===== src/sv/ptsched_pkg.sv =====
// Package for the priority task scheduler.
// Holds sizes, request operation codes, register indexes and the sequencer state type.
// No dependencies.
`default_nettype none

package ptsched_pkg;

   localparam int NUM_TASKS  = 8;
   localparam int TASK_BITS  = 3;
   localparam int PRIO_BITS  = 3;
   localparam int TICK_BITS  = 32;
   localparam int COUNT_BITS = 4;

   localparam logic [1:0] OP_CREATE = 2'd0;
   localparam logic [1:0] OP_DELAY  = 2'd1;
   localparam logic [1:0] OP_TICK   = 2'd2;
   localparam logic [1:0] OP_SWITCH = 2'd3;

   localparam logic CSR_PREEMPT    = 1'b0;
   localparam logic CSR_TIME_SLICE = 1'b1;

   typedef enum logic [3:0] {
      ST_IDLE,
      ST_DLY_WRAP,
      ST_DLY_NU,
      ST_MIN_A,
      ST_CHECK,
      ST_WAKE,
      ST_MIN_C,
      ST_SLICE,
      ST_SEL_MAX,
      ST_SEL_RR,
      ST_FINISH
   } state_type;

endpackage

`default_nettype wire


===== src/sv/ptsched_if.sv =====
// Valid/ready channels of the priority task scheduler: request and response.
// Depends on ptsched_pkg for field widths.
`default_nettype none

interface ptsched_req_if import ptsched_pkg::*; ();
   logic                 valid;
   logic                 ready;
   logic [1:0]           op;
   logic [TASK_BITS-1:0] task_id;
   logic [PRIO_BITS-1:0] task_priority_in;
   logic [TICK_BITS-1:0] delay_ticks;

   modport source (output valid, op, task_id, task_priority_in, delay_ticks, input ready);
   modport sink (input valid, op, task_id, task_priority_in, delay_ticks, output ready);
endinterface

interface ptsched_rsp_if import ptsched_pkg::*; ();
   logic                  valid;
   logic                  ready;
   logic [TASK_BITS-1:0]  current_task;
   logic                  current_valid;
   logic                  switch_required;
   logic [TICK_BITS-1:0]  tick_now;
   logic [COUNT_BITS-1:0] woken_count;

   modport source (output valid, current_task, current_valid, switch_required, tick_now,
                   woken_count, input ready);
   modport sink (input valid, current_task, current_valid, switch_required, tick_now,
                 woken_count, output ready);
endinterface

`default_nettype wire


===== src/sv/priority_task_scheduler_core.sv =====
// Priority task scheduler core: one sequencer with a shared adder and a shared comparator.
// Depends on ptsched_pkg and the channel interfaces in ptsched_if.sv.
//
// Usage: each request on req_chan carries op, task_id, task_priority_in and delay_ticks.
// Every request gives exactly one response on rsp_chan with the current task, a switch
// flag, the tick counter and the number of tasks woken by a tick.
// The configuration port writes preempt_enable (index 0) and time_slice_enable (index 1);
// the user must write it only while the block is idle; the block itself does not enforce this.
// A create goes from the idle state straight to the finishing state; a delay, a switch
// and a tick may pass through scans of the task slots first. Each scan visits one task
// slot per cycle; the wake-time comparisons share the single comparator. A request is accepted
// only in the idle state, which follows the loading cycle, so a new request is not taken
// before the last one has loaded the response register.
// The response register holds a finished response while the receiver stalls; the next
// request may still be accepted and worked on, and its response waits until the
// register is free.
// Reset is synchronous: all tasks are cleared, the tick counter is zero, the next
// unblock time is all ones and both enables are set.
`default_nettype none

module priority_task_scheduler_core import ptsched_pkg::*; (
   input  wire logic clock,
   input  wire logic reset,
   ptsched_req_if.sink   req_chan,
   ptsched_rsp_if.source rsp_chan,
   input  wire logic csr_write_enable,
   input  wire logic csr_index,
   input  wire logic csr_write_data
);

   state_type state_ff, state_in;

   logic [NUM_TASKS-1:0] ready_ff, ready_in;
   logic [NUM_TASKS-1:0] delayed_ff, delayed_in;
   logic [NUM_TASKS-1:0] ovf_ff, ovf_in;
   logic [PRIO_BITS-1:0] prio_ff [NUM_TASKS];
   logic [PRIO_BITS-1:0] prio_in [NUM_TASKS];
   logic [TASK_BITS-1:0] rr_ff [NUM_TASKS];
   logic [TASK_BITS-1:0] rr_in [NUM_TASKS];
   logic [TICK_BITS-1:0] wake_ff [NUM_TASKS];

   logic [TASK_BITS-1:0] rt_ff, rt_in;
   logic                 rv_ff, rv_in;
   logic [TICK_BITS-1:0] tick_ff, tick_in;
   logic [TICK_BITS-1:0] nu_ff, nu_in;
   logic [TICK_BITS-1:0] min_ff, min_in;
   logic [TICK_BITS-1:0] w_ff, w_in;
   logic [TASK_BITS-1:0] idx_ff, idx_in;
   logic [TASK_BITS-1:0] k_ff, k_in;
   logic [PRIO_BITS-1:0] best_ff, best_in;
   logic                 found_ff, found_in;
   logic                 sw_ff, sw_in;
   logic [COUNT_BITS-1:0] woken_ff, woken_in;
   logic                 preempt_ff, slice_ff;

   logic                  rsp_valid_ff, rsp_valid_in;
   logic [TASK_BITS-1:0]  rsp_task_ff;
   logic                  rsp_cv_ff, rsp_sw_ff;
   logic [TICK_BITS-1:0]  rsp_tick_ff;
   logic [COUNT_BITS-1:0] rsp_woken_ff;

   logic                 accept, last, lt, out_free, load_rsp, hit, wake_we;
   logic [TICK_BITS-1:0] sum, cmp_a, cmp_b, wake_rd;
   logic [TASK_BITS-1:0] cand;
   logic [PRIO_BITS-1:0] cur_prio;
   logic [COUNT_BITS-1:0] same_count;

   assign accept   = req_chan.valid && req_chan.ready;
   assign req_chan.ready = (state_ff == ST_IDLE);
   assign last     = (idx_ff == TASK_BITS'(NUM_TASKS - 1));
   assign sum      = tick_ff + ((req_chan.op == OP_TICK) ? TICK_BITS'(1) : req_chan.delay_ticks);
   assign wake_rd  = wake_ff[idx_ff];
   assign lt       = (cmp_a < cmp_b);
   assign out_free = !rsp_valid_ff || rsp_chan.ready;
   assign load_rsp = (state_ff == ST_FINISH) && out_free;
   assign cand     = rr_ff[best_ff] + k_ff;
   assign hit      = ready_ff[cand] && (prio_ff[cand] == best_ff);
   assign cur_prio = prio_ff[rt_ff];
   assign wake_we  = accept && (req_chan.op == OP_DELAY) && rv_ff;

   always_comb begin
      cmp_a = tick_ff;
      cmp_b = tick_ff;
      unique case (state_ff)
         ST_DLY_WRAP: begin cmp_a = w_ff;    cmp_b = tick_ff; end
         ST_DLY_NU:   begin cmp_a = w_ff;    cmp_b = nu_ff;   end
         ST_MIN_A, ST_MIN_C: begin cmp_a = wake_rd; cmp_b = min_ff; end
         ST_CHECK:    begin cmp_a = tick_ff; cmp_b = nu_ff;   end
         ST_WAKE:     begin cmp_a = tick_ff; cmp_b = wake_rd; end
         default:     begin cmp_a = tick_ff; cmp_b = tick_ff; end
      endcase
   end

   always_comb begin
      same_count = '0;
      for (int i = 0; i < NUM_TASKS; i++) begin
         if (ready_ff[i] && (prio_ff[i] == cur_prio)) same_count = same_count + 1'b1;
      end
   end

   // Next state.
   always_comb begin
      state_in = state_ff;
      unique case (state_ff)
         ST_IDLE: begin
            if (accept) begin
               unique case (req_chan.op)
                  OP_CREATE: state_in = ST_FINISH;
                  OP_DELAY:  state_in = rv_ff ? ST_DLY_WRAP : ST_FINISH;
                  OP_TICK:   state_in = (sum == '0) ? ST_MIN_A : ST_CHECK;
                  default:   state_in = ST_SEL_MAX;
               endcase
            end
         end
         ST_DLY_WRAP: state_in = lt ? ST_SEL_MAX : ST_DLY_NU;
         ST_DLY_NU:   state_in = ST_SEL_MAX;
         ST_MIN_A:    if (last) state_in = ST_CHECK;
         ST_CHECK:    state_in = lt ? ST_SLICE : ST_WAKE;
         ST_WAKE:     if (last) state_in = ST_MIN_C;
         ST_MIN_C:    if (last) state_in = ST_SLICE;
         ST_SLICE:    state_in = ST_FINISH;
         ST_SEL_MAX:  if (last) state_in = found_in ? ST_SEL_RR : ST_FINISH;
         ST_SEL_RR:   if (hit) state_in = ST_FINISH;
         ST_FINISH:   if (out_free) state_in = ST_IDLE;
         default:     state_in = ST_IDLE;
      endcase
   end

   // Datapath and task state updates.
   always_comb begin
      ready_in = ready_ff;
      delayed_in = delayed_ff;
      ovf_in = ovf_ff;
      prio_in = prio_ff;
      rr_in = rr_ff;
      rt_in = rt_ff;
      rv_in = rv_ff;
      tick_in = tick_ff;
      nu_in = nu_ff;
      min_in = min_ff;
      w_in = w_ff;
      idx_in = idx_ff + 1'b1;
      k_in = k_ff;
      best_in = best_ff;
      found_in = found_ff;
      sw_in = sw_ff;
      woken_in = woken_ff;
      unique case (state_ff)
         ST_IDLE: begin
            idx_in = '0;
            if (accept) begin
               sw_in = 1'b0;
               woken_in = '0;
               found_in = 1'b0;
               min_in = '1;
               unique case (req_chan.op)
                  OP_CREATE: begin
                     delayed_in[req_chan.task_id] = 1'b0;
                     ovf_in[req_chan.task_id] = 1'b0;
                     prio_in[req_chan.task_id] = req_chan.task_priority_in;
                     ready_in[req_chan.task_id] = 1'b1;
                     if (!rv_ff || rt_ff == req_chan.task_id ||
                         cur_prio <= req_chan.task_priority_in) begin
                        rt_in = req_chan.task_id;
                        rv_in = 1'b1;
                     end
                  end
                  OP_DELAY: begin
                     w_in = sum;
                     if (rv_ff) ready_in[rt_ff] = 1'b0;
                  end
                  OP_TICK: begin
                     tick_in = sum;
                     if (sum == '0) begin
                        delayed_in = ovf_ff;
                        ovf_in = delayed_ff;
                     end
                  end
                  default: ;
               endcase
            end
         end
         ST_DLY_WRAP: begin
            idx_in = '0;
            if (lt) ovf_in[rt_ff] = 1'b1;
            else delayed_in[rt_ff] = 1'b1;
         end
         ST_DLY_NU: begin
            idx_in = '0;
            if (lt) nu_in = w_ff;
         end
         ST_MIN_A, ST_MIN_C: begin
            if (delayed_ff[idx_ff] && lt) min_in = wake_rd;
            if (last) nu_in = (delayed_ff[idx_ff] && lt) ? wake_rd : min_ff;
         end
         ST_CHECK: begin
            idx_in = '0;
         end
         ST_WAKE: begin
            if (delayed_ff[idx_ff] && !lt) begin
               delayed_in[idx_ff] = 1'b0;
               ready_in[idx_ff] = 1'b1;
               woken_in = woken_ff + 1'b1;
               if (preempt_ff && (!rv_ff || prio_ff[idx_ff] >= cur_prio)) sw_in = 1'b1;
            end
            if (last) min_in = '1;
         end
         ST_SLICE: begin
            if (preempt_ff && slice_ff && rv_ff && same_count > COUNT_BITS'(1)) sw_in = 1'b1;
         end
         ST_SEL_MAX: begin
            if (ready_ff[idx_ff] && (!found_ff || prio_ff[idx_ff] > best_ff)) begin
               best_in = prio_ff[idx_ff];
               found_in = 1'b1;
            end
            k_in = TASK_BITS'(1);
            if (last && !found_in) begin
               rt_in = '0;
               rv_in = 1'b0;
            end
         end
         ST_SEL_RR: begin
            k_in = k_ff + 1'b1;
            if (hit) begin
               rr_in[best_ff] = cand;
               rt_in = cand;
               rv_in = 1'b1;
            end
         end
         default: ;
      endcase
   end

   always_comb begin
      rsp_valid_in = rsp_valid_ff;
      if (rsp_chan.ready) rsp_valid_in = 1'b0;
      if (load_rsp) rsp_valid_in = 1'b1;
   end

   always_ff @(posedge clock) begin
      if (reset) begin
         state_ff <= ST_IDLE;
         ready_ff <= '0;
         delayed_ff <= '0;
         ovf_ff <= '0;
         for (int i = 0; i < NUM_TASKS; i++) begin
            prio_ff[i] <= '0;
            rr_ff[i] <= '0;
         end
         rt_ff <= '0;
         rv_ff <= 1'b0;
         tick_ff <= '0;
         nu_ff <= '1;
         rsp_valid_ff <= 1'b0;
         preempt_ff <= 1'b1;
         slice_ff <= 1'b1;
      end else begin
         state_ff <= state_in;
         ready_ff <= ready_in;
         delayed_ff <= delayed_in;
         ovf_ff <= ovf_in;
         prio_ff <= prio_in;
         rr_ff <= rr_in;
         rt_ff <= rt_in;
         rv_ff <= rv_in;
         tick_ff <= tick_in;
         nu_ff <= nu_in;
         rsp_valid_ff <= rsp_valid_in;
         if (csr_write_enable) begin
            unique case (csr_index)
               CSR_PREEMPT:    preempt_ff <= csr_write_data;
               CSR_TIME_SLICE: slice_ff <= csr_write_data;
               default: ;
            endcase
         end
      end
   end

   always_ff @(posedge clock) begin
      min_ff <= min_in;
      w_ff <= w_in;
      idx_ff <= idx_in;
      k_ff <= k_in;
      best_ff <= best_in;
      found_ff <= found_in;
      sw_ff <= sw_in;
      woken_ff <= woken_in;
      if (wake_we) wake_ff[rt_ff] <= sum;
      if (load_rsp) begin
         rsp_task_ff <= rv_ff ? rt_ff : '0;
         rsp_cv_ff <= rv_ff;
         rsp_sw_ff <= sw_ff;
         rsp_tick_ff <= tick_ff;
         rsp_woken_ff <= woken_ff;
      end
   end

   assign rsp_chan.valid = rsp_valid_ff;
   assign rsp_chan.current_task = rsp_task_ff;
   assign rsp_chan.current_valid = rsp_cv_ff;
   assign rsp_chan.switch_required = rsp_sw_ff;
   assign rsp_chan.tick_now = rsp_tick_ff;
   assign rsp_chan.woken_count = rsp_woken_ff;

`ifndef ASSERT_OFF
   a_running_is_ready: assert property (@(posedge clock) disable iff (reset)
      (state_ff == ST_IDLE && rv_ff) |-> ready_ff[rt_ff])
      else $error("Running task is not ready while idle.");

   a_one_delay_set: assert property (@(posedge clock) disable iff (reset)
      (delayed_ff & ovf_ff) == '0)
      else $error("Task is in both delay sets.");
`endif

endmodule

`default_nettype wire


===== src/flat_wrapper.sv =====
// flat-port wrapper written by rule: the top's interface ports become plain ports
module priority_task_scheduler_core_flat import ptsched_pkg::*;
  (clock, reset, csr_write_enable, csr_index, csr_write_data, req_chan_valid, req_chan_op, req_chan_task_id, req_chan_task_priority_in, req_chan_delay_ticks, req_chan_ready, rsp_chan_valid, rsp_chan_current_task, rsp_chan_current_valid, rsp_chan_switch_required, rsp_chan_tick_now, rsp_chan_woken_count, rsp_chan_ready);
  ptsched_req_if req_chan_i ();
  ptsched_rsp_if rsp_chan_i ();
  input  wire logic clock;
  input  wire logic reset;
  input  wire logic csr_write_enable;
  input  wire logic csr_index;
  input  wire logic csr_write_data;
  input wire logic [$bits(req_chan_i.valid)-1:0] req_chan_valid;
  input wire logic [$bits(req_chan_i.op)-1:0] req_chan_op;
  input wire logic [$bits(req_chan_i.task_id)-1:0] req_chan_task_id;
  input wire logic [$bits(req_chan_i.task_priority_in)-1:0] req_chan_task_priority_in;
  input wire logic [$bits(req_chan_i.delay_ticks)-1:0] req_chan_delay_ticks;
  output wire logic [$bits(req_chan_i.ready)-1:0] req_chan_ready;
  output wire logic [$bits(rsp_chan_i.valid)-1:0] rsp_chan_valid;
  output wire logic [$bits(rsp_chan_i.current_task)-1:0] rsp_chan_current_task;
  output wire logic [$bits(rsp_chan_i.current_valid)-1:0] rsp_chan_current_valid;
  output wire logic [$bits(rsp_chan_i.switch_required)-1:0] rsp_chan_switch_required;
  output wire logic [$bits(rsp_chan_i.tick_now)-1:0] rsp_chan_tick_now;
  output wire logic [$bits(rsp_chan_i.woken_count)-1:0] rsp_chan_woken_count;
  input wire logic [$bits(rsp_chan_i.ready)-1:0] rsp_chan_ready;
  assign req_chan_i.valid = req_chan_valid;
  assign req_chan_i.op = req_chan_op;
  assign req_chan_i.task_id = req_chan_task_id;
  assign req_chan_i.task_priority_in = req_chan_task_priority_in;
  assign req_chan_i.delay_ticks = req_chan_delay_ticks;
  assign req_chan_ready = req_chan_i.ready;
  assign rsp_chan_valid = rsp_chan_i.valid;
  assign rsp_chan_current_task = rsp_chan_i.current_task;
  assign rsp_chan_current_valid = rsp_chan_i.current_valid;
  assign rsp_chan_switch_required = rsp_chan_i.switch_required;
  assign rsp_chan_tick_now = rsp_chan_i.tick_now;
  assign rsp_chan_woken_count = rsp_chan_i.woken_count;
  assign rsp_chan_i.ready = rsp_chan_ready;
  priority_task_scheduler_core u_core (.clock(clock), .reset(reset), .req_chan(req_chan_i), .rsp_chan(rsp_chan_i), .csr_write_enable(csr_write_enable), .csr_index(csr_index), .csr_write_data(csr_write_data));
endmodule

===== config.mk =====
export PLATFORM = sky130hd
export DESIGN_NAME = priority_task_scheduler_core_flat
export DESIGN_NICKNAME = d
export VERILOG_FILES = /design/src/sv/ptsched_pkg.sv /design/src/sv/ptsched_if.sv /design/src/sv/priority_task_scheduler_core.sv /design/src/flat_wrapper.sv
export SDC_FILE = /design/constraint.sdc
export NUM_CORES = 1
export LEC_CHECK = 0
export ABC_CLOCK_PERIOD_IN_PS = 10300
export BUFFER_PORTS_ARGS = -buffer_cell sky130_fd_sc_hd__buf_4
export CAP_MARGIN = 25
export CORE_MARGIN = 2
export CORE_UTILIZATION = 40
export DETAILED_ROUTE_END_ITERATION = 16
export PLACE_DENSITY = 0.67
export SETUP_SLACK_MARGIN = 0.4
export SLEW_MARGIN = 20
export SYNTH_ARGS = -nofsm -noshare
export SYNTH_HDL_FRONTEND = slang
export SYNTH_SLANG_ARGS = --single-unit

===== constraint.sdc =====
create_clock -name clock -period 10.3 [get_ports clock]
set_clock_uncertainty 0.2 [all_clocks]
set_input_delay 0.515 -clock clock [delete_from_list [all_inputs] [get_ports clock]]
set_output_delay 0.515 -clock clock [all_outputs]
set_load 0.03 [all_outputs]

==> reports/results.txt, run 1 <==
The worst path needs 6.84 ns of the cycle, external delays included. The data arrival time of the critical path is 6.92 ns, and the placed cell count is 3,235. The floorplan step defined a die boundary enclosing 67,700 um2.

Number of nets produced by synthesis: 2,538. Leaving out fill and tap cells, the most frequent cells in the layout are 372 x edfxtp_1, 212 x o21ai_0, 176 x nand2_1, 151 x dfxtp_1, 150 x nor2_1. Area growth from synthesis to layout: 13.0%. Of all nets on the critical path, the largest fanout is 25. In this run the core area contains 93 standard-cell rows.

The run gives 19,800 as the via count of the first global-routing pass. The worst-skew pair later-pin latency came out at 0.63 ns. The worst-case headroom to the max-slew limit is 0.280. For this run, the slowest stage of the critical path takes 1.00 ns. The run gives 0.540 as the share of synthesized area occupied by flip-flops and latches.

The worst hold path begins at csr_write_enable. The initial antenna violation count is 1, and the highest attainable clock frequency is 146 MHz. Net count of the finished layout: 2,579.

The final period utilization was 0.664. For the post-layout instance area, the log shows 29,700 um2. Clock tree synthesis selected as its root buffer the cell clkbuf_16. The level count of the clock H-tree is 2.

The analysis attributes to cell leakage a power of 10.4 nW. In this run, synthesis produced a sequential element count of 523. The number of hold-slack violations in the final timing report is 0, and the number of instances resized during post-cts repair is 0. The horizontal die dimension was 260 um; the via density per instance was 6.15. In this run, synthesis inferred 372 flip-flops with an integrated enable.

The most used flip-flop cell after synthesis is edfxtp_1. Setup repair after global routing left no endpoint under its margin. The setup TNS was 0 ns. Setup violations remaining at the end of the flow were counted as 0. The worst setup path is of the flop to flop kind. The tools report the endpoint of the worst hold-timing path as u_core.slice_ff$_SDFFE_PP1P_.

For this design the top-level I/O count stands at 90. The run gives 10.39 ns as the data required time at the worst endpoint. Routability-driven placement finished with a final weighted congestion of 0.951. The ratio of total power to cell area was 228 nW/um2.

The first global-routing pass estimated 118,000 um of wire. The run gives 6 as the total iterations of the first detailed-routing run. By area the synthesized netlist is led by edfxtp_1 43%, dfxtp_1 12%, a22oi_1 4.2%. The total clock sinks was 523; the cell count of the worst hold path was 4. The kind of path behind the tightest hold check was input pin to flop. The area taken by multi-input logic gates came out at 11,400 um2. For the count of cell types in the netlist, the log shows 77. The mean instance size in the synthesized netlist came out at 10.9 um2. The count of buffers added on input and output ports is 89. The total overflow left after global routing is 0.

The logs give 70 for the pin count of the biggest net entering global routing and 172 uV for the maximum VDD drop. The number of cells traversed by the worst register-to-register path works out to 21. The worst setup path is captured at a flop. After clock tree synthesis, the clock-pin slew on the worst setup and hold paths is 0.07 ns. The Yosys step of the flow raised 0 warnings. In the final layout, flip-flops and latches occupy 14,200 um2.

After detailed routing, the average wire length per cell comes to 23.4 um. Y dimension of the die: 260 um. The instance area at placement was 27,900 um2; the max-cap violation count was 0.

For this run, design rule violations remaining after detail routing come to 0. The most common cell after layout, fill and taps aside is edfxtp_1. For the pin with the worst max-slew slack, the measured transition is 1.07 ns. The logs give 0 for the count of antenna diodes in the layout and 64,700 um2 for the core area. For flop-to-flop paths, the worst setup slack is 3.46 ns. Fraction of synthesized cell area taken by the top area cell type: 0.425.

The filler cells instantiated in the layout total 5,963. The tools report the total number of vias as 20,600. No sink is reached through more buffers than the 3 on the longest clock path. The worst path buffer plus inverter count was 0. The logs give 3,342 for the filler-free cell count of the finished design and 26,300 um2 for the area of the mapped netlist. The worst register-to-register path begins at u_core.rt_ff[1]$_SDFFE_PP0P_. The run gives 0 as the number of routed nets with antenna violations.

Effective utilization at floorplan: 0.406. The most repeated library cell on the critical path was ha_1. The fraction of layout instances using a drive strength above 1 was 0.114; the gate count after technology mapping was 2,404.

The count of pins over their slew limit came out at 0. The largest area contributor in the synthesized netlist was edfxtp_1. The total global-route track usage is 0.225.

The flow ran to the end, and the final reports show no timing, DRC or antenna violations. The tools report the startpoint type of the worst setup path as a flop. The async set-reset flop share out of synthesis is 0.

Traced cell by cell, the critical path runs through mux2i_1 > mux4_1 > xor2_1 > and3_1 > ha_1 > xor2_1 > xnor2_1 > o21ai_0 > ha_1 > xnor2_1 > nor3b_1 > a21oi_1 > o21ai_0 > ha_1 > a21o_1 > ha_1 > nor3_1 > o31a_1 > o211ai_1 > nor2b_1 > a211oi_1. The tools report the number of design-rule violations left by the first detailed-router iteration as 2,116. The clock buffer count from CTS came out at 52. Summed over all layers, the routed wires come to 78,100 um. Endpoint of the worst register-to-register path: u_core.sw_ff$_DFFE_PP_. TritonCTS built the clock tree. The slowest cell on the critical path is dfxtp_1. Broken down by cell family, the worst path's largest delay share belongs to compound AO/OA/AOI/OAI gates. Detailed placement ended at an HPWL of 51,200 um.
## Yosys cell counts, types with 50 or more instances
library cell    n
a21oi_1       122
a221oi_1       55
a22oi_1       148
and2_1         53
clkbuf_1      149
dfxtp_1       151
edfxtp_1      372
ha_1           85
inv_1          57
mux2i_1        50
nand2_1       176
nor2_1        160
o21ai_0       212
## worst max path at each step
stage / startpoint / to / slack, ns / depth (start not counted)
2_1_floorplan: u_core.rt_ff[0]$_SDFFE_PP0P_ / u_core.sw_ff$_DFFE_PP_ / 4.72 / 24
3_3_place_gp: u_core.rt_ff[1]$_SDFFE_PP0P_ / u_core.sw_ff$_DFFE_PP_ / 3.74 / 21
3_5_place_dp: u_core.rt_ff[1]$_SDFFE_PP0P_ / u_core.sw_ff$_DFFE_PP_ / 3.58 / 21
4_1_cts: u_core.rt_ff[1]$_SDFFE_PP0P_ / u_core.sw_ff$_DFFE_PP_ / 3.54 / 21
5_1_grt: u_core.rt_ff[1]$_SDFFE_PP0P_ / u_core.sw_ff$_DFFE_PP_ / 3.02 / 21
6_report: u_core.rt_ff[1]$_SDFFE_PP0P_ / u_core.sw_ff$_DFFE_PP_ / 3.46 / 21
## state kept, by name (all words and copies together), names as in the netlist, 3 cells and up
| register | flops |
|---|---|
| u_core.state_ff | 4 |
| u_core.prio_ff | 24 |
| u_core.rr_ff | 24 |
| u_core.tick_ff | 32 |
| u_core.woken_ff | 4 |
| u_core.w_ff | 32 |
| u_core.idx_ff | 3 |
| u_core.min_ff | 32 |
| u_core.nu_ff | 32 |
| u_core.rsp_chan.woken_count | 4 |
| u_core.ready_ff | 8 |
| u_core.rsp_chan.current_task | 3 |
| u_core.delayed_ff | 8 |
| u_core.best_ff | 3 |
| u_core.wake_ff | 256 |
| u_core.rt_ff | 3 |
| u_core.ovf_ff | 8 |
| u_core.k_ff | 3 |
| u_core.rsp_chan.tick_now | 32 |
## report_power, final
part | leakage [nW] | internal [mW] | switching [mW]
Clock | 0.831 | 1.07 | 0.845
Combinational | 5.02 | 0.783 | 1.52
Sequential | 4.52 | 2.42 | 0.139
Total | 10.4 | 4.27 | 2.50
## timing repair
action | CTS | global route
buffers inserted | 0 | 0
endpoints found under the hold margin | 10 | 0
hold buffers | 5 | 0
## stage by stage
stage | total power, mW | util | hold WS, ns | worst slack [ns]
CTS | 6.76 | 0.458 | 0.00550 | 3.54
global placement | 4.81 | 0.431 | 0.217 | 3.74
finish | 6.77 | 0.459 | 0.0268 | 3.46
detailed placement | 4.85 | 0.431 | 0.239 | 3.58
global route | 7.08 | 0.459 | 0.0416 | 3.02
floorplan | 4.09 | - | 0.200 | 4.72
## metal layers
layer,routed length (um),track usage
met4,3340,0.0959
met5,13,0
met2,36700,0.371
met1,32400,0.298
met3,5730,0.0312
## logic make-up after synthesis
group	synth area share
xor+xnor	0.0240
simple gates	0.130
compound gates	0.194
flops	0.540
mux	0.0375
buf+inv	0.0327
fa+ha+maj	0.0420
## worst register-to-register path, delay by kind of cell (launching register included)
kind                       cells  cell delay, ns
xor gates and xnor gates       4            0.97
and+or+nand+nor                4            0.60
DFF                            1            1.00
muxes                          2            0.96
AOI/OAI and AO/OA              7            1.52
adders and majority gates      4            1.26
## final cells by class
class,count,share of cell area
Timing Repair Buffer,149,0.0379
Inverter,59,0.00746
Clock inverter,32,0.0112
Tap cell,855,0.0360
Multi-Input combinational cell,1660,0.383
Clock buffer,64,0.0467
Sequential cell,523,0.478
(Power assumes the default switching activity.)
==> run 2, diff against run 1 <==
--- a/config.mk
+++ b/config.mk
@@ -5,13 +5,14 @@
 export SDC_FILE = /design/constraint.sdc
 export NUM_CORES = 1
 export LEC_CHECK = 0
-export ABC_CLOCK_PERIOD_IN_PS = 10300
+export ABC_AREA = 1
+export ABC_CLOCK_PERIOD_IN_PS = 5900
 export BUFFER_PORTS_ARGS = -buffer_cell sky130_fd_sc_hd__buf_4
 export CAP_MARGIN = 25
 export CORE_MARGIN = 2
 export CORE_UTILIZATION = 40
 export DETAILED_ROUTE_END_ITERATION = 16
-export PLACE_DENSITY = 0.67
+export PLACE_DENSITY = 0.7
 export SETUP_SLACK_MARGIN = 0.4
 export SLEW_MARGIN = 20
 export SYNTH_ARGS = -nofsm -noshare
==> constraint.sdc (replaced) <==
create_clock -name clock -period 5.9 [get_ports clock]
set_clock_uncertainty 0.2 [all_clocks]
set_input_delay 0.295 -clock clock [delete_from_list [all_inputs] [get_ports clock]]
set_output_delay 0.295 -clock clock [all_outputs]
set_load 0.03 [all_outputs]
==> run 2 against run 1 <==
Against the previous run:
- power up 110%
- non-clock buffer count up 23
- sequential power is 86% higher
- worst hold slack improved by 0.015 ns
- register-to-register slack worse by 2.7 ns
- combinational power rose to 2.7 times the previous value
- clock power increased by 86%
- design area rose by 3.6%
- critical endpoint is now u_core.delayed_ff[0]$_SDFFE_PP0P_
- largest power group is now combinational logic
- highest routed layer is now met4
==> reports/results.txt, run 2 <==
The count of fill cells added during filler insertion is 6,193 (was 5,963). The global-route met1 utilization was 0.318 (was 0.298). Largest register by flop count: u_core.wake_ff (unchanged).

The ratio of total power to cell area came out at 470 nW/um2 (was 228 nW/um2). The average wire per standard cell works out to 20.1 um (was 23.4 um). The aggregate routed wire length was 80,400 um (was 78,100 um). Number of cells traversed by the worst register-to-register path: 31 (was 21). For the data required time at the worst endpoint, the log shows 6.22 ns (was 10.39 ns). The kind of path behind the tightest hold check is input pin to flop (unchanged). Largest cells by area after synthesis: edfxtp_1 42%, dfxtp_1 11%, nand2_1 8.6% (was edfxtp_1 43%, dfxtp_1 12%, a22oi_1 4.2%).

The mean instance size in the synthesized netlist came out at 8.98 um2 (was 10.9 um2). The tools report the start point of the worst min-delay path as req_chan_task_id[0] (was csr_write_enable). The run gives 2,985 (was 2,404) as the gate count after technology mapping. Timing would allow up to 193 MHz. The area taken by multi-input logic gates is 11,100 um2 (was 11,400 um2), and the DRC violation count after routing is 0 (unchanged).

The area growth from synthesis to layout works out to 14.8% (was 13.0%). For the total number of vias, the log shows 22,600 (was 20,600). The tools report the critical register-to-register path startpoint as u_core.rt_ff[1]$_SDFFE_PP0P_ (unchanged).

The tools report the count of antenna diodes in the layout as 0 (unchanged). The I/O pin total came out at 90 (unchanged). The global-route met3 utilization is 0.0414 (was 0.0312), and the via density per instance is 5.66 (was 6.15). The final period utilization is 0.880. Startpoint type of the worst setup path: an input pin (was a flop). Maximum VDD drop: 298 uV (was 172 uV). The largest area contributor in the synthesized netlist was edfxtp_1 (unchanged). Worst-case headroom to the max-slew limit: 0.345 (was 0.280). The run gives 523 (unchanged) as the total clock sinks.

The area of the mapped netlist was 26,800 um2 (was 26,300 um2). The highest-utilization routing layer at the global route stage was met2 (unchanged). Flip-flop cell with the highest count after synthesis: edfxtp_1 (unchanged).

The logs give 0 ns (unchanged) for the setup TNS and 11.9 nW (was 10.4 nW) for the total leakage power. The endpoint of the worst hold-timing path is u_core.prio_ff[21]$_SDFFE_PP0P_ (was u_core.slice_ff$_SDFFE_PP1P_). The number of hold-slack violations in the final timing report is 0 (unchanged), and the horizontal die dimension is 263 um (was 260 um). Setup repair after global routing could not meet its margin everywhere. The count of pins over their slew limit is 0 (unchanged).

The run gives 123,000 um (was 118,000 um) as the first-pass GRT wire length. The net count of the finished layout is 3,222 (was 2,579), and the filler-free cell count of the finished design is 3,997 (was 3,342). The logs give 21,200 (was 19,800) for the via count of the first global-routing pass and 0 (unchanged) for the max-cap violation count.

The number of routed nets with antenna violations is 0 (unchanged), and the number of flops mapped to enable cells by yosys is 372 (unchanged). For the total number of placement rows, the log shows 94 (was 93). The tools report the total global-route track usage as 0.226 (was 0.225). Cell types with the highest counts after synthesis: 611 x nand2_1, 372 x edfxtp_1, 295 x inv_1, 280 x nor2_1, 224 x a21oi_1 (was 372 x edfxtp_1, 212 x o21ai_0, 176 x nand2_1, 160 x nor2_1, 151 x dfxtp_1).

Initial antenna violation count: 0 (was 1). The tools report the root buffer cell as clkbuf_16 (unchanged). The cell count of the worst hold path works out to 5 (was 4). The data arrival time of the critical path is 5.51 ns (was 6.92 ns), and the pin count of the biggest net entering global routing is 110 (was 70). The met2 layer usage reported by global route is 0.355 (was 0.371), and the y dimension of the die is 263 um (was 260 um). The largest fanout on the critical path is 21 (was 25), and the total iterations of the first detailed-routing run is 7 (was 6). The logs give 54 (was 52) for the clock buffer count from CTS and 53,600 um (was 51,200 um) for the HPWL reported at the end of detailed placement.

The flip-flop count of the largest register after layout is 256 (unchanged), and the die footprint is 69,100 um2 (was 67,700 um2). The yosys synthesis warning count was 0 (unchanged). For the core area, the log shows 66,100 um2 (was 64,700 um2). Most common cell in the synthesized netlist: nand2_1 (was edfxtp_1). For the slack of the worst reg-to-reg path, the log shows 0.73 ns (was 3.46 ns). Most frequent cells in the layout: 609 x nand2_1, 372 x edfxtp_1, 295 x inv_1, 261 x nor2_1, 224 x a21oi_1 (was 372 x edfxtp_1, 212 x o21ai_0, 176 x nand2_1, 151 x dfxtp_1, 150 x nor2_1).

The number of design-rule violations left by the first detailed-router iteration was 2,798 (was 2,116). The fraction of synthesized cell area taken by the top area cell type came out at 0.417 (was 0.425). The kind of capture point of the worst setup path was a flop (unchanged). The async set-reset flop share out of synthesis is 0 (unchanged), and the worst-skew pair later-pin latency is 0.63 ns (about the same). Remaining global-route overflow: 0 (unchanged).

The effective utilization at floorplan is 0.405 (was 0.406), and the final setup violation count is 0 (unchanged). The logs give 3 (unchanged) for the buffer depth of the longest clock path and 60 (was 77) for the count of cell types in the netlist. Counting I/O delays and the setup requirement, the final critical path takes 5.19 ns. The run gives 0.530 (was 0.540) as the share of synthesized area occupied by flip-flops and latches.

The flow ran to the end, and the final reports show no timing, DRC or antenna violations. The endpoint of the worst register-to-register path was u_core.sw_ff$_DFFE_PP_ (unchanged). The run gives 3,119 (was 2,538) as the number of nets produced by synthesis. Placed cell count: 3,880 (was 3,235). The level count of the clock H-tree was 2 (unchanged); the slew of the pin with the lowest slew margin was 0.980 ns (was 1.07 ns). The fraction of layout instances using a drive strength above 1 came out at 0.112 (was 0.114). The area used by sequential logic in the layout is 14,200 um2 (about the same), and the clock transition time at the flip-flop clock pins of the worst setup and hold paths is 0.06 ns (was 0.07 ns). The total of flip-flops plus latches after synthesis was 523 (unchanged). The worst setup path category was input pin to flop (was flop to flop).

TritonCTS built the clock tree. Number of buffer cells added on primary ports: 89 (unchanged). The final weighted congestion of routability-driven global placement was 0.975 (was 0.951). Most common cell after layout, fill and taps aside: nand2_1 (was edfxtp_1).
==> run 2: cell count changes after synthesis, moves of 49 or more <==
cell / before / now
nand2_1: 176 / 611
inv_1: 57 / 295
nor2_1: 160 / 280
nand3_1: 46 / 158
a21oi_1: 122 / 224
a22oi_1: 148 / 74
clkbuf_1: 149 / 82
and2_1: 53 / 0
mux2i_1: 50 / 1
==> run 2: worst max-delay path, stage by stage <==
cell and delay (ns):
dlygate4sd3_1 0.54, buf_4 0.17, nor2_4 0.32, buf_4 0.38, buf_4 0.31, nor2_1 0.08, ha_1 0.35, a21oi_1 0.21
o21ai_0 0.19, a21oi_1 0.31, inv_1 0.11, nand2_1 0.13, nand3_1 0.09, nand2_1 0.09, nand2_1 0.36, nor2_1 0.20
nand2_1 0.07, nor2_1 0.16, nand3_1 0.19, nand3_1 0.17, nand2_1 0.06, inv_1 0.12, nand3_2 0.10, nor2_4 0.14
buf_12 0.15, nand2_1 0.06, nand2_1 0.07, nor2_1 0.05
==> run 2: through the flow <==
| step | total power [mW] | hold WS, ns | setup WS (ns) | util | area (um2) |
|---|---|---|---|---|---|
| 3_5_place_dp | 10.7 | 0.210 | 0.336 | 0.435 | 28700 |
| 6_report | 14.4 | 0.0417 | 0.710 | 0.466 | 30800 |
| 5_1_grt | 15.3 | 0.0708 | 0.255 | 0.466 | 30800 |
| 4_1_cts | 14.3 | 0.000402 | 0.444 | 0.465 | 30700 |
| 2_1_floorplan | 8.84 | 0.200 | 0.637 | - | 26800 |
| 3_3_place_gp | 10.7 | 0.207 | 0.434 | 0.435 | 28700 |
==> run 2: worst max path at each step <==
stage,slack [ns],cells past startpoint,start,end
floorplan,0.64,8,u_core.state_ff[0]$_SDFFE_PP0P_,u_core.wake_ff[0][0]$_DFFE_PP_
global placement,0.43,29,u_core.rt_ff[0]$_SDFFE_PP0P_,u_core.sw_ff$_DFFE_PP_
finish,0.71,28,req_chan_op[0],u_core.delayed_ff[0]$_SDFFE_PP0P_
CTS,0.44,29,u_core.rt_ff[1]$_SDFFE_PP0P_,u_core.sw_ff$_DFFE_PP_
detailed placement,0.34,29,u_core.rt_ff[0]$_SDFFE_PP0P_,u_core.sw_ff$_DFFE_PP_
global route,0.25,31,u_core.rt_ff[1]$_SDFFE_PP0P_,u_core.sw_ff$_DFFE_PP_
==> run 2: report_power, final <==
part | switching [mW] | internal [mW]
Sequential | 0.307 | 4.46
Clock | 1.48 | 2.08
Combinational | 4.23 | 1.89
Total | 6.02 | 8.43
==> run 2: final cells by class <==
class                   instances  area share
well taps                     864      0.0351
repair buffers                172      0.0456
clock inverters                34      0.0126
inverters                     318      0.0390
flip-flops and latches        523       0.462
multi-input cells            2019       0.359
clock buffers                  67      0.0468
==> run 2: layer usage <==
layer,vias up,routed length [um]
li1,10600,-
met5,-,0
met1,10600,33800
met3,183,8480
met2,1194,35700
met4,0,2400
==> run 2: logic make-up (layout without fill, tap and decap cells) <==
group / count (synthesis) / in the layout / synth area share
fa+ha+maj: 87 / 87 / 0.0412
flops: 523 / 523 / 0.530
mux: 1 / 1 / 0.000373
buf+inv: 443 / 591 / 0.0654
compound gates: 684 / 684 / 0.155
xor+xnor: 41 / 41 / 0.0134
simple gates: 1206 / 1206 / 0.195
==> run 2: repair_timing <==
action	in CTS	in global routing
endpoints found under the hold margin	47	0
pin swaps	0	1
gates resized for setup	1	13
hold buffers	15	0
buffers inserted	0	1
endpoints found under the setup margin	1	91
